File: config.mk
export PLATFORM = sky130hd
export DESIGN_NAME = response_frame_checker_unit
export DESIGN_NICKNAME = d
export VERILOG_FILES = /design/src/hw/rtl/rfc_pkg.sv /design/src/hw/rtl/rfc_cfg_regs.sv /design/src/hw/rtl/rfc_frame_parser.sv /design/src/hw/rtl/response_frame_checker_unit.sv
export SDC_FILE = /design/constraint.sdc
export NUM_CORES = 1
export LEC_CHECK = 0
export BUFFER_PORTS_ARGS = -buffer_cell sky130_fd_sc_hd__buf_2
export CAP_MARGIN = 20
export CORE_ASPECT_RATIO = 0.8
export CORE_UTILIZATION = 55
export DETAILED_ROUTE_END_ITERATION = 16
export GPL_TIMING_DRIVEN = 0
export PLACE_DENSITY = 0.7
export SLEW_MARGIN = 0
export SYNTH_ARGS = -nofsm -noshare
export SYNTH_HDL_FRONTEND = slang
export SYNTH_SLANG_ARGS = --single-unit
File: constraint.sdc
create_clock -name clk_i -period 14.3 [get_ports clk_i]
set_clock_uncertainty 0.1 [all_clocks]
set_input_delay 2.145 -clock clk_i [delete_from_list [all_inputs] [get_ports clk_i]]
set_output_delay 2.145 -clock clk_i [all_outputs]
set_load 0.005 [all_outputs]
File: src/hw/rtl/rfc_pkg.sv
`timescale 1ns / 1ps
// ----------------------------------------------------------------------------
// Response frame checker package
// Shared constants, types and the byte-wide CRC-16 step.
// ----------------------------------------------------------------------------
package rfc_pkg;

  localparam int unsigned POS_W      = 17;
  localparam int unsigned LEN_W      = 16;
  localparam int unsigned CRC_W      = 16;
  localparam int unsigned CFG_IDX_W  = 2;
  localparam int unsigned CFG_DATA_W = 16;

  localparam int unsigned CMD_POS_DEF  = 3;
  localparam int unsigned STAT_POS_DEF = 6;

  localparam logic [7:0]       ACK_BYTE  = 8'h06;
  localparam logic [7:0]       NAK_BYTE  = 8'h15;
  localparam logic [7:0]       ERR_MARK  = 8'h4E;
  localparam logic [POS_W-1:0] MIN_FRAME = 17'd8;
  localparam logic [POS_W-1:0] LEN_EXTRA = 17'd5;
  localparam logic [POS_W-1:0] LEN_BODY  = 17'd3;

  localparam logic [CRC_W-1:0] CRC_POLY_RST = 16'h1021;
  localparam logic [CRC_W-1:0] CRC_INIT_RST = 16'h0000;

  localparam logic [CFG_IDX_W-1:0] CFG_CRC_POLY = 2'd0;
  localparam logic [CFG_IDX_W-1:0] CFG_CRC_INIT = 2'd1;
  localparam logic [CFG_IDX_W-1:0] CFG_CMD_A    = 2'd2;
  localparam logic [CFG_IDX_W-1:0] CFG_CMD_B    = 2'd3;

  typedef enum logic [2:0] {
    ST_OK       = 3'd0,
    ST_NAK      = 3'd1,
    ST_ZERO_LEN = 3'd2,
    ST_SHORT    = 3'd3,
    ST_CMD_BAD  = 3'd4,
    ST_CRC_BAD  = 3'd5,
    ST_DEV_ERR  = 3'd6
  } status_e;

  typedef struct packed {
    logic [CRC_W-1:0] crc_poly;
    logic [CRC_W-1:0] crc_init;
    logic [7:0]       cmd_a;
    logic [7:0]       cmd_b;
  } cfg_t;

  typedef struct packed {
    status_e          status;
    logic [POS_W-1:0] frame_len;
    logic [7:0]       dev_hi;
    logic [7:0]       dev_lo;
  } result_t;

  function automatic logic [CRC_W-1:0] crc_byte(logic [CRC_W-1:0] crc,
                                                logic [7:0] data,
                                                logic [CRC_W-1:0] poly);
    logic [CRC_W-1:0] c;
    logic [7:0]       d;
    c = crc;
    d = data;
    for (int i = 0; i < 8; i++) begin
      if (d[7] ^ c[CRC_W-1]) begin
        c = {c[CRC_W-2:0], 1'b0} ^ poly;
      end else begin
        c = {c[CRC_W-2:0], 1'b0};
      end
      d = {d[6:0], 1'b0};
    end
    return c;
  endfunction

endpackage

File: src/hw/rtl/rfc_cfg_regs.sv
`timescale 1ns / 1ps
// ----------------------------------------------------------------------------
// Configuration registers
// Holds the CRC polynomial, CRC start value and expected command echo bytes.
// ----------------------------------------------------------------------------
module rfc_cfg_regs (
  input  logic                             clk_i,
  input  logic                             rst_ni,
  input  logic                             cfg_valid_i,
  output logic                             cfg_ready_o,
  input  logic [rfc_pkg::CFG_IDX_W-1:0]    cfg_index_i,
  input  logic [rfc_pkg::CFG_DATA_W-1:0]   cfg_data_i,
  output rfc_pkg::cfg_t                    cfg_o
);

  rfc_pkg::cfg_t cfg_q;

  assign cfg_ready_o = 1'b1;
  assign cfg_o       = cfg_q;

  always_ff @(posedge clk_i or negedge rst_ni) begin
    if (!rst_ni) begin
      cfg_q.crc_poly <= rfc_pkg::CRC_POLY_RST;
      cfg_q.crc_init <= rfc_pkg::CRC_INIT_RST;
      cfg_q.cmd_a    <= 8'h00;
      cfg_q.cmd_b    <= 8'h00;
    end else if (cfg_valid_i) begin
      case (cfg_index_i)
        rfc_pkg::CFG_CRC_POLY: cfg_q.crc_poly <= cfg_data_i;
        rfc_pkg::CFG_CRC_INIT: cfg_q.crc_init <= cfg_data_i;
        rfc_pkg::CFG_CMD_A:    cfg_q.cmd_a    <= cfg_data_i[7:0];
        rfc_pkg::CFG_CMD_B:    cfg_q.cmd_b    <= cfg_data_i[7:0];
        default: ;
      endcase
    end
  end

endmodule

File: src/hw/rtl/rfc_frame_parser.sv
`timescale 1ns / 1ps
// ----------------------------------------------------------------------------
// Frame parser
// Tracks the byte position, length, CRC and echo checks of one reply frame
// and forms the result on the last byte, or on a NAK byte in the first position.
// ----------------------------------------------------------------------------
module rfc_frame_parser #(
  parameter int unsigned CMD_POS  = rfc_pkg::CMD_POS_DEF,
  parameter int unsigned STAT_POS = rfc_pkg::STAT_POS_DEF
) (
  input  logic             clk_i,
  input  logic             rst_ni,
  input  logic             en_i,
  input  logic [7:0]       rx_byte_i,
  input  logic             frame_start_i,
  input  rfc_pkg::cfg_t    cfg_i,
  output logic             res_valid_o,
  output rfc_pkg::result_t res_o
);

  localparam logic [rfc_pkg::POS_W-1:0] P_CMD   = rfc_pkg::POS_W'(CMD_POS);
  localparam logic [rfc_pkg::POS_W-1:0] P_CMD_A = rfc_pkg::POS_W'(CMD_POS + 1);
  localparam logic [rfc_pkg::POS_W-1:0] P_CMD_B = rfc_pkg::POS_W'(CMD_POS + 2);
  localparam logic [rfc_pkg::POS_W-1:0] P_ST_HI = rfc_pkg::POS_W'(STAT_POS);
  localparam logic [rfc_pkg::POS_W-1:0] P_ST_LO = rfc_pkg::POS_W'(STAT_POS + 1);
  localparam logic [rfc_pkg::POS_W-1:0] P_HDR   = 17'd3;

  logic [rfc_pkg::POS_W-1:0] pos_q, pos_d;
  logic [rfc_pkg::LEN_W-1:0] len_q, len_d;
  logic [rfc_pkg::CRC_W-1:0] crc_q, crc_d;
  logic [7:0]                crc_hi_q, crc_hi_d;
  logic                      cmd_bad_q, cmd_bad_d;
  logic                      neg_q, neg_d;
  logic [7:0]                code_hi_q, code_hi_d;
  logic [7:0]                code_lo_q, code_lo_d;

  logic [rfc_pkg::POS_W-1:0] pos;
  logic [rfc_pkg::POS_W-1:0] total;
  logic [rfc_pkg::CRC_W-1:0] crc_base;
  logic [rfc_pkg::CRC_W-1:0] crc_step;
  logic                      cmd_bad_f;
  logic                      crc_ok;
  rfc_pkg::status_e          status;

  always_comb begin
    pos         = frame_start_i ? '0 : pos_q;
    pos_d       = pos_q;
    len_d       = len_q;
    crc_d       = crc_q;
    crc_hi_d    = crc_hi_q;
    cmd_bad_d   = cmd_bad_q;
    neg_d       = neg_q;
    code_hi_d   = code_hi_q;
    code_lo_d   = code_lo_q;
    crc_base    = crc_q;
    total       = '0;
    crc_step    = '0;
    cmd_bad_f   = 1'b0;
    crc_ok      = 1'b0;
    status      = rfc_pkg::ST_OK;
    res_valid_o = 1'b0;
    res_o       = '{status: rfc_pkg::ST_NAK, frame_len: '0, dev_hi: 8'h00, dev_lo: 8'h00};

    if (en_i) begin
      if (pos == '0 && rx_byte_i == rfc_pkg::ACK_BYTE) begin
        pos_d = '0;
      end else if (pos == '0 && rx_byte_i == rfc_pkg::NAK_BYTE) begin
        pos_d       = '0;
        res_valid_o = 1'b1;
      end else begin
        if (pos == '0) begin
          crc_base  = cfg_i.crc_init;
          len_d     = '0;
          crc_hi_d  = 8'h00;
          cmd_bad_d = 1'b0;
          neg_d     = 1'b0;
          code_hi_d = 8'h00;
          code_lo_d = 8'h00;
        end
        if (pos == 17'd1) begin
          len_d = {rx_byte_i, 8'h00};
        end else if (pos == 17'd2) begin
          len_d = len_d | {8'h00, rx_byte_i};
        end
        if (pos == P_CMD) begin
          neg_d = (rx_byte_i == rfc_pkg::ERR_MARK);
        end
        if (pos == P_CMD_A && rx_byte_i != cfg_i.cmd_a) begin
          cmd_bad_d = 1'b1;
        end
        if (pos == P_CMD_B && rx_byte_i != cfg_i.cmd_b) begin
          cmd_bad_d = 1'b1;
        end
        if (pos == P_ST_HI) begin
          code_hi_d = rx_byte_i;
        end
        if (pos == P_ST_LO) begin
          code_lo_d = rx_byte_i;
        end

        crc_step = rfc_pkg::crc_byte(crc_base, rx_byte_i, cfg_i.crc_poly);
        total    = {1'b0, len_d} + rfc_pkg::LEN_EXTRA;

        if (pos < P_HDR || pos < total - 17'd2) begin
          crc_d = crc_step;
          pos_d = pos + 17'd1;
        end else if (pos == total - 17'd2) begin
          crc_d    = crc_base;
          crc_hi_d = rx_byte_i;
          pos_d    = pos + 17'd1;
        end else begin
          crc_d     = crc_base;
          cmd_bad_f = cmd_bad_d
                    | (P_CMD_A >= total && cfg_i.cmd_a != 8'h00)
                    | (P_CMD_B >= total && cfg_i.cmd_b != 8'h00);
          cmd_bad_d = cmd_bad_f;
          crc_ok    = ({crc_hi_d, rx_byte_i} == crc_base);
          if (len_d == '0) begin
            status = rfc_pkg::ST_ZERO_LEN;
          end else if (total < rfc_pkg::MIN_FRAME) begin
            status = rfc_pkg::ST_SHORT;
          end else if (cmd_bad_f) begin
            status = rfc_pkg::ST_CMD_BAD;
          end else if (!crc_ok) begin
            status = rfc_pkg::ST_CRC_BAD;
          end else if (neg_d) begin
            status = rfc_pkg::ST_DEV_ERR;
          end else begin
            status = rfc_pkg::ST_OK;
          end
          res_valid_o     = 1'b1;
          res_o.status    = status;
          res_o.frame_len = {1'b0, len_d} + rfc_pkg::LEN_BODY;
          res_o.dev_hi    = (status == rfc_pkg::ST_DEV_ERR) ? code_hi_d : 8'h00;
          res_o.dev_lo    = (status == rfc_pkg::ST_DEV_ERR) ? code_lo_d : 8'h00;
          pos_d           = '0;
        end
      end
    end
  end

  always_ff @(posedge clk_i or negedge rst_ni) begin
    if (!rst_ni) begin
      pos_q     <= '0;
      len_q     <= '0;
      crc_q     <= rfc_pkg::CRC_INIT_RST;
      crc_hi_q  <= 8'h00;
      cmd_bad_q <= 1'b0;
      neg_q     <= 1'b0;
      code_hi_q <= 8'h00;
      code_lo_q <= 8'h00;
    end else begin
      pos_q     <= pos_d;
      len_q     <= len_d;
      crc_q     <= crc_d;
      crc_hi_q  <= crc_hi_d;
      cmd_bad_q <= cmd_bad_d;
      neg_q     <= neg_d;
      code_hi_q <= code_hi_d;
      code_lo_q <= code_lo_d;
    end
  end

endmodule

File: src/hw/rtl/response_frame_checker_unit.sv
`timescale 1ns / 1ps
// ----------------------------------------------------------------------------
// Response frame checker
// Checks length-prefixed device reply frames byte by byte and reports one
// status transaction per frame.
// ----------------------------------------------------------------------------
// The last byte of a frame is registered in the input stage, and its result in the output register.
// Throughput: one byte per cycle while the output is not stalled, set by the byte-wide CRC step.
// While a result waits in the output register, the input stage holds and new bytes stall.
// Reset clears the parser frame state and the valid flags and loads the register defaults.
module response_frame_checker_unit #(
  parameter int unsigned CMD_POS  = rfc_pkg::CMD_POS_DEF,
  parameter int unsigned STAT_POS = rfc_pkg::STAT_POS_DEF
) (
  input  logic                           clk_i,
  input  logic                           rst_ni,
  input  logic                           cfg_valid_i,
  output logic                           cfg_ready_o,
  input  logic [rfc_pkg::CFG_IDX_W-1:0]  cfg_index_i,
  input  logic [rfc_pkg::CFG_DATA_W-1:0] cfg_data_i,
  input  logic                           in_valid_i,
  output logic                           in_ready_o,
  input  logic [7:0]                     rx_byte_i,
  input  logic                           frame_start_i,
  output logic                           out_valid_o,
  input  logic                           out_ready_i,
  output logic [2:0]                     status_o,
  output logic [rfc_pkg::POS_W-1:0]      frame_len_o,
  output logic [7:0]                     dev_code_hi_o,
  output logic [7:0]                     dev_code_lo_o
);

  rfc_pkg::cfg_t    cfg;
  rfc_pkg::result_t res;
  rfc_pkg::result_t res_q;
  logic             res_valid;

  logic       s1_valid_q;
  logic [7:0] rx_q;
  logic       start_q;
  logic       out_valid_q;
  logic       slot_free;
  logic       proc_en;

  assign slot_free  = !out_valid_q || out_ready_i;
  assign proc_en    = s1_valid_q && slot_free;
  assign in_ready_o = !s1_valid_q || slot_free;

  rfc_cfg_regs u_cfg (
    .clk_i       (clk_i),
    .rst_ni      (rst_ni),
    .cfg_valid_i (cfg_valid_i),
    .cfg_ready_o (cfg_ready_o),
    .cfg_index_i (cfg_index_i),
    .cfg_data_i  (cfg_data_i),
    .cfg_o       (cfg)
  );

  rfc_frame_parser #(
    .CMD_POS  (CMD_POS),
    .STAT_POS (STAT_POS)
  ) u_parser (
    .clk_i         (clk_i),
    .rst_ni        (rst_ni),
    .en_i          (proc_en),
    .rx_byte_i     (rx_q),
    .frame_start_i (start_q),
    .cfg_i         (cfg),
    .res_valid_o   (res_valid),
    .res_o         (res)
  );

  always_ff @(posedge clk_i or negedge rst_ni) begin
    if (!rst_ni) begin
      s1_valid_q <= 1'b0;
    end else if (in_ready_o) begin
      s1_valid_q <= in_valid_i;
    end
  end

  always_ff @(posedge clk_i) begin
    if (in_valid_i && in_ready_o) begin
      rx_q    <= rx_byte_i;
      start_q <= frame_start_i;
    end
  end

  always_ff @(posedge clk_i or negedge rst_ni) begin
    if (!rst_ni) begin
      out_valid_q <= 1'b0;
    end else if (slot_free) begin
      out_valid_q <= proc_en && res_valid;
    end
  end

  always_ff @(posedge clk_i) begin
    if (proc_en && res_valid) begin
      res_q <= res;
    end
  end

  assign out_valid_o   = out_valid_q;
  assign status_o      = res_q.status;
  assign frame_len_o   = res_q.frame_len;
  assign dev_code_hi_o = res_q.dev_hi;
  assign dev_code_lo_o = res_q.dev_lo;

  a_nak_len_zero: assert property (@(posedge clk_i) disable iff (!rst_ni)
    out_valid_o && status_o == rfc_pkg::ST_NAK |-> frame_len_o == '0)
    else $error("NAK transaction carries a nonzero frame length");

  a_frame_len_min: assert property (@(posedge clk_i) disable iff (!rst_ni)
    out_valid_o && status_o != rfc_pkg::ST_NAK |-> frame_len_o >= rfc_pkg::LEN_BODY)
    else $error("Frame transaction length is below the header size");

  a_codes_only_on_dev_err: assert property (@(posedge clk_i) disable iff (!rst_ni)
    out_valid_o && status_o != rfc_pkg::ST_DEV_ERR |->
      dev_code_hi_o == 8'h00 && dev_code_lo_o == 8'h00)
    else $error("Device codes are set without a device error");

  a_stage_holds: assert property (@(posedge clk_i) disable iff (!rst_ni)
    s1_valid_q && !proc_en |=> s1_valid_q && $stable(rx_q) && $stable(start_q))
    else $error("Input stage lost a byte while the output was stalled");

  a_no_result_overwrite: assert property (@(posedge clk_i) disable iff (!rst_ni)
    out_valid_o && !out_ready_i |=> out_valid_o && $stable(res_q))
    else $error("Pending result was overwritten before it was taken");

endmodule

== After elaboration in Yosys (flattened, before gate mapping) ==
Cells that the tools add are included.
Storage, ports and cells
  bits in registers: 170
  input port bits: 32
Cells by class
  add/sub/neg operators: 4
  order comparisons: 5
  equal/unequal tests: 18
  muxes and demuxes: 86
  bitwise gates (word level): 23
  reductions and logical operators: 26
Operator list (number)
  16-bit two-way mux: 43
  16-bit XOR: 8
  17-bit two-way mux: 5
  8-bit two-way mux: 10
  17-bit by 3-bit == test with 1-bit output (second input constant): 4
  17-bit by 2-bit == test with 1-bit output (second input constant): 2
  3-bit by 17-bit greater-or-equal comparator with 1-bit output (first input constant): 2
  3-bit two-way mux: 10
  1-bit two-way mux: 18
  16-bit by 2-bit adder with 17-bit output (second input constant): 1
  16-bit by 3-bit adder with 17-bit output (second input constant): 1
  17-bit by 1-bit adder with 17-bit output (second input constant): 1
  17-bit by 1-bit == test with 1-bit output (second input constant): 1
  17-bit == test: 1
  17-bit zero test: 1
  17-bit < comparator: 1
  17-bit by 2-bit < comparator with 1-bit output (second input constant): 1
  17-bit by 4-bit < comparator with 1-bit output (second input constant): 1
  17-bit by 2-bit subtractor with 17-bit output (second input constant): 1
  16-bit == test: 1
  16-bit zero test: 1
  8-bit inequality test: 2
  16-bit by 8-bit OR with 16-bit output: 1
  8-bit nonzero test: 2
  17 further kinds: 43

== Logic depth before layout (Yosys ltp) ==
  depth in word-level cells: 44
  gate-level depth with buffers: 31
  mapped depth without buffers: 29

== Hierarchy ==
From an unflattened synthesis, not the netlist that was laid out.
Second synthesis, totals
  cells, all modules: 1318
  area total of the unflattened synthesis: 12199.2 µm²
Modules (own cells, without submodules)
  rfc_frame_parser: instances 1, cells an instance 1159, area an instance 8918.6 µm², sequential area each 1876.8 µm²
  rfc_cfg_regs: instances 1, cells an instance 104, area an instance 1818.0 µm², sequential area each 1204.9 µm²
  response_frame_checker_unit: instances 1, cells an instance 55, area an instance 1462.7 µm², sequential area each 1401.3 µm²

== Least setup slack after synthesis ==
OpenSTA, ideal clock, no wires.
  path kind: register to register
  from: reg start_q
  to: reg res_q, in the netlist dev_code_hi_o[0], enable pin
  arrival time: 8.447 ns
  data required time: 13.708 ns
  setup slack: 5.262 ns
  cell stages (with the launch flop): 27
  path buffers: 1
  clock period less this slack: 9.038 ns
  cell sequence: edfxtp_1 clkinv_1 clkbuf_1 nand2_1 ha_1 nor4b_1 a41oi_1 a22o_1 and2_0 ha_1 a221o_1 nand2_1 or4_1 nor2_1 xor2_1 nand4_1 o21bai_1 nor3_1 a2111oi_0 a31oi_1 ha_1 nand4_1 nor2_1 o21ai_0 a22o_1 nand2b_1 a221oi_1
Between the ends
  cells in the longest elaborated chain, start to end: 21
  elaborated cells on any way between the ends: 28
  classes of those cells: add/sub (2); order compare (2); eq/ne (3); mux (15); bitwise (1); reduce/logical (5)
Ends and longest elaborated chain
  start, declared: RTL line response_frame_checker_unit.sv:40  | logic start_q;
  start signal, assigned: RTL line response_frame_checker_unit.sv:84  | start_q <= frame_start_i;
  17-bit two-way mux *: RTL line rfc_frame_parser.sv:46  | pos = frame_start_i ? '0 : pos_q;
  17-bit zero test: RTL line rfc_frame_parser.sv:65, rfc_frame_parser.sv:67, rfc_frame_parser.sv:71
  16-bit two-way mux: RTL line rfc_frame_parser.sv:71  | if (pos == '0) begin
  16-bit two-way mux: RTL line rfc_frame_parser.sv:67  | end else if (pos == '0 && rx_byte_i == rfc_pkg::NAK_BYTE) begin
  16-bit two-way mux: RTL line rfc_frame_parser.sv:65  | if (pos == '0 && rx_byte_i == rfc_pkg::ACK_BYTE) begin
  16-bit two-way mux: RTL line rfc_frame_parser.sv:64  | if (en_i) begin
  16-bit by 8-bit OR with 16-bit output: RTL line rfc_frame_parser.sv:83  | len_d = len_d | {8'h00, rx_byte_i};
  16-bit two-way mux: RTL line rfc_frame_parser.sv:82  | end else if (pos == 17'd2) begin
  (+5 left out)
  17-bit by 2-bit subtractor with 17-bit output: RTL line rfc_frame_parser.sv:104, rfc_frame_parser.sv:107
  17-bit < comparator / 17-bit == test (equally long branches): RTL line rfc_frame_parser.sv:104, rfc_frame_parser.sv:107
  1-bit logical OR / 1-bit two-way mux (equally long branches): RTL line rfc_frame_parser.sv:104, rfc_frame_parser.sv:107
  1-bit two-way mux: RTL line rfc_frame_parser.sv:104  | if (pos < P_HDR || pos < total - 17'd2) begin
  1-bit two-way mux: RTL line rfc_frame_parser.sv:67
  1-bit two-way mux *: RTL line rfc_frame_parser.sv:65
  1-bit two-way mux *: RTL line rfc_frame_parser.sv:64
  1-bit logical AND *: RTL line response_frame_checker_unit.sv:97  | if (proc_en && res_valid) begin
  end signal, assigned: RTL line response_frame_checker_unit.sv:98  | res_q <= res;
  end, declared: RTL line response_frame_checker_unit.sv:35  | rfc_pkg::result_t res_q;
Mark *: on every way between the ends. The rest lies on a longest branch, timed or not. The select of a mux whose other input is x is not followed.
A chain may end at the register's enable or synchronous reset.

== Worst setup path after layout ==
  from: reg start_q
  to: reg res_q, in the netlist dev_code_hi_o[1] (data pin)
Between the ends
  cells in the longest elaborated chain, start to end: 28
  elaborated cells on any way between the ends: 71
  classes of those cells: add/sub (2); order compare (5); eq/ne (9); mux (41); bitwise (4); reduce/logical (10)
Ends and longest elaborated chain
  17-bit two-way mux *: RTL line rfc_frame_parser.sv:46
  17-bit zero test: RTL line rfc_frame_parser.sv:65, rfc_frame_parser.sv:67, rfc_frame_parser.sv:71
  16-bit two-way mux: RTL line rfc_frame_parser.sv:71
  16-bit two-way mux: RTL line rfc_frame_parser.sv:67
  16-bit two-way mux: RTL line rfc_frame_parser.sv:65
  16-bit two-way mux: RTL line rfc_frame_parser.sv:64
  16-bit by 8-bit OR with 16-bit output: RTL line rfc_frame_parser.sv:83
  16-bit two-way mux: RTL line rfc_frame_parser.sv:82
  (+12 left out)
  3-bit two-way mux: RTL line rfc_frame_parser.sv:107  | end else if (pos == total - 17'd2) begin
  3-bit two-way mux: RTL line rfc_frame_parser.sv:104
  3-bit two-way mux: RTL line rfc_frame_parser.sv:67
  3-bit two-way mux: RTL line rfc_frame_parser.sv:65
  3-bit two-way mux: RTL line rfc_frame_parser.sv:64
  3-bit == test: RTL line rfc_frame_parser.sv:134  | res_o.dev_hi = (status == rfc_pkg::ST_DEV_ERR) ? code_hi_d : 8'h00;
  1-bit inverter (no source line)
  6-bit OR reduction (no source line)
Marks and branches as above.

==> impl_metrics.yaml <==
global_route:
  grt_util_all_layers_pct: 31.1
  grt_pass1_wl_um: 54100
  first_global_vias: 9640
  gr-total-overflow: 0
  grt_max_degree: 73
  antenna_found_initial: 0
synth:
  synthArstFlopShare_pct: 73.5
  mappedNetlistNets: 1362
  synth-seq-cells: 170
  ys_warn_count: 0
  syn-cell-area_um2: 12000
  synth_edf_count: 45
  synth_cells: 1304
  synth_cell_types: 88
  avgSynthCellArea_um2: 9.20
  ys_seq_area_share_pct: 37.4
  ys.flop_type: "dfrtp_1"
cts:
  cts_made_buffers: 17
  postCtsResizedCells: 0
  cts_tree: "done"
  cts_setup_buffers: 0
  clk_pin_slew_worst_paths_ns: 0.07
  cts.path.max_buffers: 2
  cts_hold_buf: 0
  root_buffer: "clkbuf_16"
  cts_sinks: 170
  clk_latency_ns: 0.44
  h-tree-depth: 4
setup_path:
  critical_path_buf_inv_count: 5
  critPathRequiredTime_ns: 14.47
  path_max_fanout: 10
  cp_top_family: "simple AND/OR/NAND/NOR gates"
  worst_path_max_delay_cell: "or4_1"
  cp.arrival_ns: 8.89
  max_stage_delay_ns: 0.59
  start_kind: "register"
  end_kind: "register"
  rrSetupSlack_ns: 5.58
  path_class: "register to register"
timing:
  timing.setup.tns_ns: 0
  rsz0062_at_grt: "no"
  slew_viol_final: 0
  maxSlewHeadroom_pct: 29.4
  period_share_pct: 61.0
  max_freq_mhz: 115
  worst_pin_slew_ns: 1.05
  period_needed_ns: 8.72
  setup_viol: 0
  hold_violations: 0
placed_design:
  gp_congestion: 0.952
  portBuffers: 69
  dp_hpwl_um: 25600
  dpl-instance-area_um2: 12800
pwr:
  p_leak_uw: 0.00537
  irDropWorstVdd_mv: 0.245
  power_density_nw_per_um2: 238
route:
  routedWlPerCell_um: 20.4
  final_antenna_net_count: 0
  wirelength_um: 34200
  via_per_inst: 6.25
  dr.pass1.iters: 6
  remaining_drc_errors: 0
  drtIter0Drc: 1199
  vias: 10500
job:
  cap_viol_max_count: 0
die:
  fp.coreArea_um2: 21100
  rows: 47
  die_y_um: 134
  pin_count: 71
  die_w_um: 167
  floorplan.initialDensity_pct: 57.0
  die-area_um2: 22400
final_layout:
  n_fill_cell: 1764
  postLayoutCellArea_um2: 13400
  flow.area_growth_from_synthesis_pct: 11.5
  fin_nets: 1454
  diodes: 0
  drive_gt1_share_pct: 14.4
worst_hold_path:
  min_path_type: "register to register"
status:
  status: "complete, no violations"
==> layer usage <==
layer / vias to the layer above / wire (um) / global-route usage (%)
met5: - / 0 / 0
met4: 0 / 426 / 7.65
met3: 48 / 3450 / 6.67
met2: 527 / 14000 / 43.2
met1: 5051 / 16300 / 48.6
li1: 4869 / - / -
==> final cells by class <==
type	instances	area [um2]	area share, %
sequential	170	4480	33.5
timing repair buffer	73	417	3.11
clock inverter	13	125	0.935
clock buffer	19	475	3.55
buffer	81	334	2.50
inverter	35	131	0.982
tap	269	337	2.52
multi-input combinational	1018	7080	52.9
==> logic make-up (layout without fill, tap and decap cells) <==
kind of cell / Yosys count / in the layout / synth area share [%]
simple gates: 438 / 438 / 17.7
compound gates: 293 / 293 / 17.0
xor+xnor: 192 / 192 / 15.1
buf+inv: 116 / 221 / 3.88
fa+ha+maj: 26 / 26 / 2.71
flops: 170 / 170 / 37.4
mux: 68 / 68 / 6.23
other cells: 1 / 1 / 0.0312
==> state kept, by name (all words and copies together), names as in the netlist <==
signal,flops
u_parser.len_q,16
u_parser.cmd_bad_q,1
u_parser.pos_q,17
dev_code_lo_o,8
start_q,1
status_o,3
out_valid_o,1
u_parser.code_hi_q,8
u_parser.neg_q,1
u_cfg.cfg_o,48
u_parser.code_lo_q,8
u_parser.crc_q,16
u_parser.crc_hi_q,8
dev_code_hi_o,8
frame_len_o,17
rx_q,8
s1_valid_q,1
==> power by group <==
part | leakage (uW) | internal (uW) | switching (uW)
clock network | 0.000292 | 252 | 222
logic | 0.00307 | 917 | 1170
registers | 0.00201 | 568 | 52.3
==> stage by stage <==
stage | utilization (%) | instances | setup WS [ns] | total power (uW) | hold slack [ns]
detailed placement | 60.7 | 1645 | 5.33 | 2700 | 0.384
finish | 63.6 | 1678 | 5.58 | 3180 | 0.402
floorplan | - | 1304 | 5.26 | 2280 | 0.365
global route | 63.6 | 1678 | 5.07 | 3390 | 0.410
global placement | 60.3 | 1642 | 1.94 | 2670 | 0.382
CTS | 63.5 | 1677 | 5.26 | 3170 | 0.404
==> path summary, 6_finish.rpt <==
| kind | from | end | cells after the start |
|---|---|---|---|
| min in group asynchronous | rst_ni | u_parser.pos_q[11] | 1 |
| setup reg to reg | start_q | dev_code_hi_o[1] | 31 |
| max in group asynchronous | rst_ni | u_cfg.cfg_o[44] | 2 |
| setup / recovery | start_q | dev_code_hi_o[1] | 31 |
| hold / removal | u_parser.pos_q[1] | u_parser.pos_q[1] | 1 |
| hold reg to reg | u_parser.pos_q[1] | u_parser.pos_q[1] | 1 |
==> cell usage in the layout, fill, tap and decap left out, drive strengths merged, types with 4 or more instances in the layout <==
cell and count:
xnor2 142, ha 26, a22o 40, dfrtp 122
nor3 33, nor2 79, nand2b 13, nor2b 10
xor2 47, and3 19, inv 42, nor4 22
o21ai 74, nand2 168, mux2i 17, buf 94
and2 7, clkbuf 79, o21a 15, a21oi 58
a32o 11, a211oi 5, edfxtp 45, nand3b 4
a31oi 8, a22oi 18, clkinv 4, mux2 51
o221ai 4, or4 4, o211ai 9, a41oi 4
a21o 9, nand4 31, nand3 34
==> cells in the mapped netlist, types with 25 or more instances <==
cell type / n / area, um2
a21oi_1: 56 / 280
a22o_1: 40 / 350
clkbuf_1: 60 / 225
dfrtp_1: 122 / 3050
edfxtp_1: 45 / 1350
ha_1: 26 / 325
inv_1: 34 / 128
mux2_2: 50 / 563
nand2_1: 168 / 631
nand3_1: 34 / 170
nand4_1: 31 / 194
nor2_1: 78 / 293
nor3_1: 31 / 155
o21ai_0: 47 / 235
o21ai_1: 25 / 125
xnor2_1: 138 / 1210
xor2_1: 42 / 368
Power figures use the tool's default switching activity.
